File: src/hdl/cer_pkg.sv
// ----------------------------------------------------------------------------
// Channel event rate limiter: shared package
// Codes, line record and the command and status bundles that pass between
// the controller and the datapath.
// ----------------------------------------------------------------------------
package cer_pkg;

  // Input kinds
  typedef enum logic [1:0] {
    KIND_RECORD = 2'd0,
    KIND_TICK   = 2'd1,
    KIND_BEGIN  = 2'd2,
    KIND_END    = 2'd3
  } kind_e;

  // Result codes of an emitted line
  localparam logic [2:0] RES_WRITTEN = 3'd0;
  localparam logic [2:0] RES_REFUSED = 3'd1;
  localparam logic [2:0] RES_DROP    = 3'd2;
  localparam logic [2:0] RES_BEGIN   = 3'd3;
  localparam logic [2:0] RES_END     = 3'd4;

  // Channel field of begin and end lines
  localparam logic [2:0] LIFECYCLE_LINE = 3'd6;

  // Configuration register indexes
  localparam logic [1:0] CFG_EVENTS_PER_WINDOW = 2'd0;
  localparam logic [1:0] CFG_WINDOW_LENGTH     = 2'd1;
  localparam logic [1:0] CFG_LOGGING_ENABLED   = 2'd2;

  // Configuration reset values
  localparam logic [15:0] EVENTS_PER_WINDOW_RST = 16'd64;
  localparam logic [15:0] WINDOW_LENGTH_RST     = 16'd1000;

  // Lifecycle and refusal lines issued by the controller
  typedef enum logic [1:0] {
    LINE_NONE   = 2'd0,
    LINE_REFUSE = 2'd1,
    LINE_END    = 2'd2,
    LINE_BEGIN  = 2'd3
  } line_op_e;

  // One output line
  typedef struct packed {
    logic [2:0]  res;
    logic [2:0]  chan;
    logic [31:0] session;
    logic [31:0] seq;
    logic [47:0] elapsed;
    logic [31:0] dropped;
  } line_t;

  // Controller to datapath
  typedef struct packed {
    logic     load;
    logic     scan_step;
    logic     rec_step;
    line_op_e line;
    logic     finish;
  } dp_cmd_t;

  // Datapath to controller
  typedef struct packed {
    kind_e kind;
    logic  active;
    logic  log_en;
    logic  scan_last;
    logic  can_load;
  } dp_sts_t;

endpackage

File: src/hdl/cer_ctrl.sv
// ----------------------------------------------------------------------------
// Channel event rate limiter: controller
// Sequences one input through window scan, record decision and lifecycle
// lines, then closes the item by releasing the held line with its last flag.
// ----------------------------------------------------------------------------
module cer_ctrl (
  input  logic              clk_i,
  input  logic              rst_ni,
  input  logic              in_valid_i,
  output logic              in_ready_o,
  input  cer_pkg::dp_sts_t  sts_i,
  output cer_pkg::dp_cmd_t  cmd_o
);

  typedef enum logic [2:0] {
    ST_IDLE,
    ST_DECIDE,
    ST_SCAN,
    ST_RECORD,
    ST_END_LINE,
    ST_BEGIN_LINE,
    ST_FINISH
  } state_e;

  state_e state_q, state_d;
  logic   in_ready_q;

  // Next state and commands; once an input is taken, nothing moves while the output cannot take a line
  always_comb begin
    state_d         = state_q;
    cmd_o.load      = 1'b0;
    cmd_o.scan_step = 1'b0;
    cmd_o.rec_step  = 1'b0;
    cmd_o.line      = cer_pkg::LINE_NONE;
    cmd_o.finish    = 1'b0;
    case (state_q)
      ST_IDLE: begin
        if (in_valid_i && in_ready_q) begin
          cmd_o.load = 1'b1;
          state_d    = ST_DECIDE;
        end
      end
      ST_DECIDE: begin
        if (sts_i.can_load) begin
          case (sts_i.kind)
            cer_pkg::KIND_RECORD: begin
              if (!sts_i.active || !sts_i.log_en) begin
                cmd_o.line = cer_pkg::LINE_REFUSE;
                state_d    = ST_FINISH;
              end else begin
                state_d = ST_SCAN;
              end
            end
            cer_pkg::KIND_TICK:  state_d = sts_i.active ? ST_SCAN : ST_FINISH;
            cer_pkg::KIND_BEGIN: state_d = ST_SCAN;
            cer_pkg::KIND_END:   state_d = sts_i.active ? ST_SCAN : ST_FINISH;
            default:             state_d = ST_FINISH;
          endcase
        end
      end
      ST_SCAN: begin
        if (sts_i.can_load) begin
          cmd_o.scan_step = 1'b1;
          if (sts_i.scan_last) begin
            case (sts_i.kind)
              cer_pkg::KIND_RECORD: state_d = ST_RECORD;
              cer_pkg::KIND_TICK:   state_d = ST_FINISH;
              cer_pkg::KIND_BEGIN:  state_d = sts_i.active ? ST_END_LINE : ST_BEGIN_LINE;
              default:              state_d = ST_END_LINE;
            endcase
          end
        end
      end
      ST_RECORD: begin
        if (sts_i.can_load) begin
          cmd_o.rec_step = 1'b1;
          state_d        = ST_FINISH;
        end
      end
      ST_END_LINE: begin
        if (sts_i.can_load) begin
          cmd_o.line = cer_pkg::LINE_END;
          state_d    = (sts_i.kind == cer_pkg::KIND_BEGIN) ? ST_BEGIN_LINE : ST_FINISH;
        end
      end
      ST_BEGIN_LINE: begin
        if (sts_i.can_load) begin
          cmd_o.line = cer_pkg::LINE_BEGIN;
          state_d    = ST_FINISH;
        end
      end
      ST_FINISH: begin
        if (sts_i.can_load) begin
          cmd_o.finish = 1'b1;
          state_d      = ST_IDLE;
        end
      end
      default: state_d = ST_IDLE;
    endcase
  end

  // State and registered ready
  always_ff @(posedge clk_i or negedge rst_ni) begin
    if (!rst_ni) begin
      state_q    <= ST_IDLE;
      in_ready_q <= 1'b1;
    end else begin
      state_q    <= state_d;
      in_ready_q <= (state_d == ST_IDLE);
    end
  end

  assign in_ready_o = in_ready_q;

endmodule

File: src/hdl/cer_datapath.sv
// ----------------------------------------------------------------------------
// Channel event rate limiter: datapath
// Configuration, session state, per-channel windows, line builder and the
// two-deep line buffer (held line plus output register).
// ----------------------------------------------------------------------------
module cer_datapath #(
  parameter int CHANNELS  = 7,
  parameter int TIME_BITS = 48
) (
  input  logic              clk_i,
  input  logic              rst_ni,
  input  cer_pkg::dp_cmd_t  cmd_i,
  output cer_pkg::dp_sts_t  sts_o,
  // input item
  input  logic [1:0]        kind_i,
  input  logic [2:0]        channel_i,
  input  logic [47:0]       now_ms_i,
  // configuration
  input  logic              cfg_valid_i,
  input  logic [1:0]        cfg_index_i,
  input  logic [15:0]       cfg_data_i,
  // result
  output logic              out_valid_o,
  input  logic              out_ready_i,
  output logic [2:0]        event_res_o,
  output logic [2:0]        line_channel_o,
  output logic [31:0]       session_number_o,
  output logic [31:0]       sequence_number_o,
  output logic [47:0]       elapsed_ms_o,
  output logic [31:0]       dropped_count_o,
  output logic              last_o
);

  localparam int IDXW = (CHANNELS > 1) ? $clog2(CHANNELS) : 1;
  localparam logic [IDXW-1:0] LAST_IDX = IDXW'(CHANNELS - 1);

  // Configuration
  logic [15:0] epw_q, wl_q;
  logic        log_q;

  // Captured item
  cer_pkg::kind_e         kind_q;
  logic [2:0]             chan_q;
  logic [TIME_BITS-1:0]   now_q;
  logic [IDXW-1:0]        idx_q;

  // Session state
  logic                   active_q;
  logic [31:0]            count_q, seq_q;
  logic [TIME_BITS-1:0]   origin_q, latest_q;

  // Windows
  logic [TIME_BITS-1:0]   win_start_q [CHANNELS];
  logic [15:0]            acc_q       [CHANNELS];
  logic [31:0]            drop_q      [CHANNELS];

  // Line buffer
  cer_pkg::line_t         pend_q, out_q, line;
  logic                   pend_v_q, out_v_q, out_last_q;
  logic                   line_v, line_wr, can_load, out_load;

  // Window read port
  logic [4:0]             chan_ext;
  logic                   chan_ok, force_all, expired, full;
  logic [IDXW-1:0]        rec_idx, rd_idx;
  logic [TIME_BITS-1:0]   sel_start, age;
  logic [15:0]            sel_acc;
  logic [31:0]            sel_drop;

  // Monotonic time for numbered lines
  logic [TIME_BITS-1:0]   gap, el_adv, el_keep, line_el;
  logic                   adv;

  assign chan_ext  = 5'(chan_q);
  assign chan_ok   = (chan_ext < 5'(CHANNELS));
  assign rec_idx   = chan_ok ? IDXW'(chan_q) : '0;
  assign rd_idx    = cmd_i.rec_step ? rec_idx : idx_q;
  assign sel_start = win_start_q[rd_idx];
  assign sel_acc   = acc_q[rd_idx];
  assign sel_drop  = drop_q[rd_idx];

  // Window expiry: serial-number age within [window_length, half range)
  assign force_all = (kind_q == cer_pkg::KIND_BEGIN) || (kind_q == cer_pkg::KIND_END);
  assign age       = now_q - sel_start;
  assign expired   = force_all || ((age >= TIME_BITS'(wl_q)) && !age[TIME_BITS-1]);
  assign full      = (sel_acc >= epw_q);

  // Latest time only moves forward; elapsed picked from two parallel subtracts
  assign gap     = now_q - latest_q;
  assign adv     = (gap != '0) && !gap[TIME_BITS-1];
  assign el_adv  = now_q - origin_q;
  assign el_keep = latest_q - origin_q;
  assign line_el = adv ? el_adv : el_keep;

  // Line builder
  always_comb begin
    line_v       = 1'b0;
    line_wr      = 1'b0;
    line.res     = cer_pkg::RES_REFUSED;
    line.chan    = chan_q;
    line.session = count_q;
    line.seq     = '0;
    line.elapsed = '0;
    line.dropped = '0;
    if (cmd_i.scan_step && expired && active_q && (sel_drop != '0)) begin
      line_v       = 1'b1;
      line_wr      = 1'b1;
      line.res     = cer_pkg::RES_DROP;
      line.chan    = 3'(idx_q);
      line.dropped = sel_drop;
    end
    if (cmd_i.rec_step) begin
      line_v = 1'b1;
      if (chan_ok && !full) begin
        line_wr  = 1'b1;
        line.res = cer_pkg::RES_WRITTEN;
      end
    end
    case (cmd_i.line)
      cer_pkg::LINE_REFUSE: line_v = 1'b1;
      cer_pkg::LINE_END: begin
        line_v    = 1'b1;
        line_wr   = 1'b1;
        line.res  = cer_pkg::RES_END;
        line.chan = cer_pkg::LIFECYCLE_LINE;
      end
      cer_pkg::LINE_BEGIN: begin
        line_v       = 1'b1;
        line.res     = cer_pkg::RES_BEGIN;
        line.chan    = cer_pkg::LIFECYCLE_LINE;
        line.session = count_q + 32'd1;
        line.seq     = 32'd1;
      end
      default: ;
    endcase
    if (line_wr) begin
      line.seq     = seq_q + 32'd1;
      line.elapsed = 48'(line_el);
    end
  end

  // Output register loads from the held line when a newer line or the end arrives
  assign can_load = !out_v_q || out_ready_i;
  assign out_load = pend_v_q && (line_v || cmd_i.finish);

  // Configuration and control state
  always_ff @(posedge clk_i or negedge rst_ni) begin
    if (!rst_ni) begin
      epw_q    <= cer_pkg::EVENTS_PER_WINDOW_RST;
      wl_q     <= cer_pkg::WINDOW_LENGTH_RST;
      log_q    <= 1'b1;
      active_q <= 1'b0;
      count_q  <= '0;
      seq_q    <= '0;
      origin_q <= '0;
      latest_q <= '0;
      idx_q    <= '0;
      pend_v_q <= 1'b0;
      out_v_q  <= 1'b0;
      for (int i = 0; i < CHANNELS; i++) begin
        win_start_q[i] <= '0;
        acc_q[i]       <= '0;
        drop_q[i]      <= '0;
      end
    end else begin
      // register writes
      if (cfg_valid_i) begin
        case (cfg_index_i)
          cer_pkg::CFG_EVENTS_PER_WINDOW: epw_q <= cfg_data_i;
          cer_pkg::CFG_WINDOW_LENGTH:     wl_q  <= cfg_data_i;
          cer_pkg::CFG_LOGGING_ENABLED:   log_q <= cfg_data_i[0];
          default: ;
        endcase
      end
      // scan pointer
      if (cmd_i.load) begin
        idx_q <= '0;
      end else if (cmd_i.scan_step && (idx_q != LAST_IDX)) begin
        idx_q <= idx_q + 1'b1;
      end
      // window restart
      if (cmd_i.scan_step && expired) begin
        win_start_q[idx_q] <= now_q;
        acc_q[idx_q]       <= '0;
        drop_q[idx_q]      <= '0;
      end
      // record accounting, dropped count saturates
      if (cmd_i.rec_step && chan_ok) begin
        if (full) begin
          if (sel_drop != '1) begin
            drop_q[rec_idx] <= sel_drop + 32'd1;
          end
        end else begin
          acc_q[rec_idx] <= sel_acc + 16'd1;
        end
      end
      // numbered line
      if (line_wr) begin
        seq_q <= seq_q + 32'd1;
        if (adv) begin
          latest_q <= now_q;
        end
      end
      // session lifecycle
      if (cmd_i.line == cer_pkg::LINE_END) begin
        active_q <= 1'b0;
      end
      if (cmd_i.line == cer_pkg::LINE_BEGIN) begin
        active_q <= 1'b1;
        count_q  <= count_q + 32'd1;
        seq_q    <= 32'd1;
        origin_q <= now_q;
        latest_q <= now_q;
      end
      // line buffer occupancy
      if (line_v) begin
        pend_v_q <= 1'b1;
      end else if (cmd_i.finish) begin
        pend_v_q <= 1'b0;
      end
      out_v_q <= out_load || (out_v_q && !out_ready_i);
    end
  end

  // Payload registers
  always_ff @(posedge clk_i) begin
    if (cmd_i.load) begin
      kind_q <= cer_pkg::kind_e'(kind_i);
      chan_q <= channel_i;
      now_q  <= TIME_BITS'(now_ms_i);
    end
    if (line_v) begin
      pend_q <= line;
    end
    if (out_load) begin
      out_q      <= pend_q;
      out_last_q <= cmd_i.finish;
    end
  end

  assign sts_o.kind      = kind_q;
  assign sts_o.active    = active_q;
  assign sts_o.log_en    = log_q;
  assign sts_o.scan_last = (idx_q == LAST_IDX);
  assign sts_o.can_load  = can_load;

  assign out_valid_o       = out_v_q;
  assign event_res_o       = out_q.res;
  assign line_channel_o    = out_q.chan;
  assign session_number_o  = out_q.session;
  assign sequence_number_o = out_q.seq;
  assign elapsed_ms_o      = out_q.elapsed;
  assign dropped_count_o   = out_q.dropped;
  assign last_o            = out_last_q;

endmodule

File: src/hdl/channel_event_rate_limiter_core.sv
// ----------------------------------------------------------------------------
// Channel event rate limiter core
// Fixed-window rate limiting of trace records over CHANNELS channels inside
// a session, with drop reports and numbered, time-stamped lines.
//
// Usage:
//   Input channel (in_valid_i/in_ready_o): one transfer per event (record,
//   tick, begin or end) with its channel and millisecond time.
//   Output channel (out_valid_o/out_ready_i): zero to CHANNELS+2 line
//   transfers per event; last_o marks the final line of the event.
//   Config channel (cfg_valid_i/cfg_ready_o): always ready; write only
//   while no event is in flight.
//   The window scan steps one channel per cycle, while the receiver can
//   take a line, through a single window read port.
//   Lines pass through a held slot and an output register, so a new event
//   is taken while the last line of the previous one still waits.
//   A stalled receiver holds the line and pauses the sequencer.
//   Reset clears sessions, windows and the line buffer and loads the default
//   configuration; the block is ready as soon as reset is released.
// ----------------------------------------------------------------------------
module channel_event_rate_limiter_core #(
  parameter int CHANNELS  = 7,
  parameter int TIME_BITS = 48
) (
  input  logic        clk_i,
  input  logic        rst_ni,
  // events
  input  logic        in_valid_i,
  output logic        in_ready_o,
  input  logic [1:0]  kind_i,
  input  logic [2:0]  channel_i,
  input  logic [47:0] now_ms_i,
  // configuration
  input  logic        cfg_valid_i,
  output logic        cfg_ready_o,
  input  logic [1:0]  cfg_index_i,
  input  logic [15:0] cfg_data_i,
  // lines
  output logic        out_valid_o,
  input  logic        out_ready_i,
  output logic [2:0]  event_res_o,
  output logic [2:0]  line_channel_o,
  output logic [31:0] session_number_o,
  output logic [31:0] sequence_number_o,
  output logic [47:0] elapsed_ms_o,
  output logic [31:0] dropped_count_o,
  output logic        last_o
);

  cer_pkg::dp_cmd_t cmd;
  cer_pkg::dp_sts_t sts;

  // Register writes never stall
  assign cfg_ready_o = 1'b1;

  // Sequencer
  cer_ctrl u_ctrl (
    .clk_i      (clk_i),
    .rst_ni     (rst_ni),
    .in_valid_i (in_valid_i),
    .in_ready_o (in_ready_o),
    .sts_i      (sts),
    .cmd_o      (cmd)
  );

  // Windows, session state and line buffer
  cer_datapath #(
    .CHANNELS  (CHANNELS),
    .TIME_BITS (TIME_BITS)
  ) u_datapath (
    .clk_i             (clk_i),
    .rst_ni            (rst_ni),
    .cmd_i             (cmd),
    .sts_o             (sts),
    .kind_i            (kind_i),
    .channel_i         (channel_i),
    .now_ms_i          (now_ms_i),
    .cfg_valid_i       (cfg_valid_i),
    .cfg_index_i       (cfg_index_i),
    .cfg_data_i        (cfg_data_i),
    .out_valid_o       (out_valid_o),
    .out_ready_i       (out_ready_i),
    .event_res_o       (event_res_o),
    .line_channel_o    (line_channel_o),
    .session_number_o  (session_number_o),
    .sequence_number_o (sequence_number_o),
    .elapsed_ms_o      (elapsed_ms_o),
    .dropped_count_o   (dropped_count_o),
    .last_o            (last_o)
  );

endmodule

File: config.mk
export PLATFORM = sky130hd
export DESIGN_NAME = channel_event_rate_limiter_core
export DESIGN_NICKNAME = d
export VERILOG_FILES = /design/src/hdl/cer_pkg.sv /design/src/hdl/cer_ctrl.sv /design/src/hdl/cer_datapath.sv /design/src/hdl/channel_event_rate_limiter_core.sv
export SDC_FILE = /design/constraint.sdc
export NUM_CORES = 2
export LEC_CHECK = 0
export ABC_AREA = 1
export BUFFER_PORTS_ARGS = -buffer_cell sky130_fd_sc_hd__clkbuf_2
export CAP_MARGIN = 10
export CORE_MARGIN = 3
export CORE_UTILIZATION = 61
export DETAILED_ROUTE_END_ITERATION = 7
export PLACE_DENSITY_LB_ADDON = 0.12
export SLEW_MARGIN = 20
export SYNTH_ARGS = -nofsm -noshare
export SYNTH_HDL_FRONTEND = slang
export SYNTH_SLANG_ARGS = --single-unit
File: constraint.sdc
create_clock -name clk_i -period 38.4 [get_ports clk_i]
set_input_delay 3.84 -clock clk_i [delete_from_list [all_inputs] [get_ports clk_i]]
set_output_delay 3.84 -clock clk_i [all_outputs]
set_load 0.005 [all_outputs]
==> flow_summary.json <==
{
  "fin_setup_tns_ns": 0,
  "drt-total-wl_um": 202000,
  "syn_to_final_growth_pct": 10.5,
  "dpl_cell_area_um2": 66000,
  "dp.cells": 9183,
  "holdPathStages": 0,
  "clock_latency_ns": 0.77,
  "synth.distinct_cells": 67,
  "cts_max_path_buffers": 3,
  "antenna_found_initial": 5,
  "drt_iter0_drc": 6956,
  "yosysTopAreaCell": "dfrtp_1",
  "numPortBuffers": 228,
  "drc": 0,
  "ys.flop_type": "dfrtp_1",
  "root_buffer": "clkbuf_16",
  "core_area_um2": 104000,
  "status": "completed",
  "syn_inst": 7840,
  "cp_max_fo": 78,
  "wire_per_inst_um": 21.4,
  "crit_top_cell": "nand2_1",
  "overflow": 0,
  "yosysWarnings": 0,
  "reg2reg_depth": 39,
  "syn_nets": 8099,
  "final_cells": 9430,
  "netlist_top_cells_area": "dfrtp_1, edfxtp_1, nand2_1, o21ai_0, inv_1",
  "vias": 56189,
  "synth.yosys.seq_area_share": 0.508,
  "cp.required_ns": 38.78,
  "rsz0062_at_grt": "false",
  "synth_area_um2": 64000,
  "synth.top_cell.area_share": 0.339,
  "grt_pass1_wl_um": 310000,
  "grt_pass1_vias": 52715,
  "num_io_pins": 230,
  "initial_utilization": 0.617,
  "min_to": "u_datapath.session_number_o[19]",
  "critPathCaptureType": "flip-flop",
  "num_rows": 118,
  "grt_max_degree": 189,
  "cts_tree": "done",
  "post-route-util": 0.682,
  "cap_viol_max_count": 0,
  "reg2reg_slack_ns": 27.64,
  "cts_sinks": 1229,
  "post_cts_buffers": 0,
  "finalCritPeriodShare": 0.351,
  "timing.hold.ws_ns": 0.417,
  "htree_num_levels": 4,
  "viasPerCell": 5.96,
  "gp_congestion": 1.01,
  "total_power_mw": 7.24,
  "die_h_um": 330,
  "reg2reg_from": "u_datapath.chan_q[0]",
  "period_needed_ns": 13.47,
  "cellPowerDensity_nw_per_um2": 102,
  "cpPeakStageDelay_ns": 1.03,
  "fin_ws_ns": 24.93,
  "layout_commonest_cell": "nand2_1",
  "numCtsBuffers": 130,
  "dp_hpwl_um": 137000,
  "synth-edff-count": 354,
  "layout-drive-gt1-share": 0.0749,
  "cts-hold-fix-buffers": 0,
  "antenna_left": 0,
  "cts_resized": 0,
  "die_w_um": 330,
  "track_usage": 0.369,
  "worstSetupPathType": "in -> reg",
  "finalHoldViolCount": 0,
  "cp-start-kind": "input port",
  "final_area_um2": 70700,
  "drt_pass1_iterations": 6,
  "finClkSkew_ns": 0.0311,
  "p_leak_nw": 34.4,
  "min_from": "u_datapath.pend_q[131]",
  "setup_viol": 0,
  "arrival_ns": 13.85,
  "ys_async_sr_fraction": 0.712,
  "ir_worst_vdd_mv": 0.0667,
  "final_cell_mix": "nand2_1, inv_1, dfrtp_1",
  "cpMaxStageDelayCell": "nand2_4",
  "cts.clk_slew.worst_paths_ns": 0.06,
  "max_freq_mhz": 74.2,
  "dieArea_um2": 109000,
  "relSlewSlack": 0.211,
  "place_ws_ns": 24.32,
  "synth_area_per_cell_um2": 8.16,
  "tightestPinTransition_ns": 1.17,
  "slew_violations": 0,
  "nNetsFinal": 8196,
  "ys_ff_latch": 1229,
  "r2r-end": "u_datapath.session_number_o[28]",
  "min_path_type": "reg -> reg"
}
==> critical path: cells and delay by family <==
kind	cells	cell delay, ns
XOR/XNOR	1	0.19
buffers and inverters	8	3.89
AND/OR/NAND/NOR	24	4.14
adder cells (fa/ha/maj)	2	0.81
AO/OA/AOI/OAI	5	0.70
==> cells in the mapped netlist (11+ instances only) <==
master / n
nand2_1: 2074
inv_1: 874
dfrtp_1: 866
o21ai_0: 765
nor2_1: 583
nand3_1: 554
o21ai_1: 369
edfxtp_1: 354
a21oi_1: 251
ha_1: 180
clkbuf_1: 160
xor2_1: 122
buf_2: 114
o211ai_1: 97
nand4_1: 61
nor3_1: 56
buf_1: 39
xnor2_1: 37
o22ai_1: 36
a31oi_1: 24
buf_4: 21
buf_6: 15
nand3b_1: 14
nor4_1: 14
o21a_1: 12
o221ai_1: 11
o32ai_1: 11
==> metal layers <==
metal	up-vias	track usage	wire length, um
met3	496	0.0700	19600
met1	26784	0.521	83400
met4	4	0.157	8940
met5	-	0	26
li1	26024	-	-
met2	2881	0.563	89700
==> flip-flops by register name (all words and copies together) (netlist names), 48 cells and up <==
| name | count |
|---|---|
| u_datapath.elapsed_ms_o | 48 |
| u_datapath.drop_q | 224 |
| u_datapath.origin_q | 48 |
| u_datapath.pend_q | 150 |
| u_datapath.win_start_q | 336 |
| u_datapath.acc_q | 112 |
| u_datapath.latest_q | 48 |
| u_datapath.now_q | 48 |
==> how the worst max path moves through the flow <==
stage	startpoint	endpoint	slack (ns)	depth (start not counted)
after CTS	out_ready_i	u_datapath.elapsed_ms_o[43]	25.04	40
after global placement	out_ready_i	u_datapath.elapsed_ms_o[10]	24.55	40
after detailed placement	out_ready_i	u_datapath.event_res_o[2]	24.32	40
after global routing	out_ready_i	u_datapath.event_res_o[2]	24.01	40
final	out_ready_i	u_datapath.session_number_o[28]	24.93	40
after floorplan	out_ready_i	u_datapath.dropped_count_o[0]	22.72	43
==> area by class of cell <==
type | instances | area, um^2
clock inverters | 60 | 921
well taps | 1380 | 1730
flip-flops and latches | 1229 | 32500
clock buffers | 181 | 3740
diodes | 4 | 10.0
fillers | 8531 | 33000
multi-input cells | 5379 | 26600
repair buffers | 314 | 1850
inverters | 883 | 3330
==> report_power, final <==
| part | total [mW] | internal (mW) | switching, mW |
|---|---|---|---|
| Clock | 1.36 | 0.806 | 0.555 |
| Sequential | 2.13 | 1.88 | 0.247 |
| Combinational | 3.75 | 1.13 | 2.63 |
==> cell families (layout without fill, tap and decap cells) <==
family                     after synthesis  in the layout  synth area share
buffers and inverters                 1232           1438            0.0775
xor gates and xnor gates               163            163            0.0228
AOI/OAI and AO/OA                     1628           1628             0.137
adders and majority gates              183            183            0.0361
DFF                                   1229           1229             0.508
and+or+nand+nor                       3404           3404             0.219
other                                    1              5         0.0000586
Power figures use the tool's default switching activity.
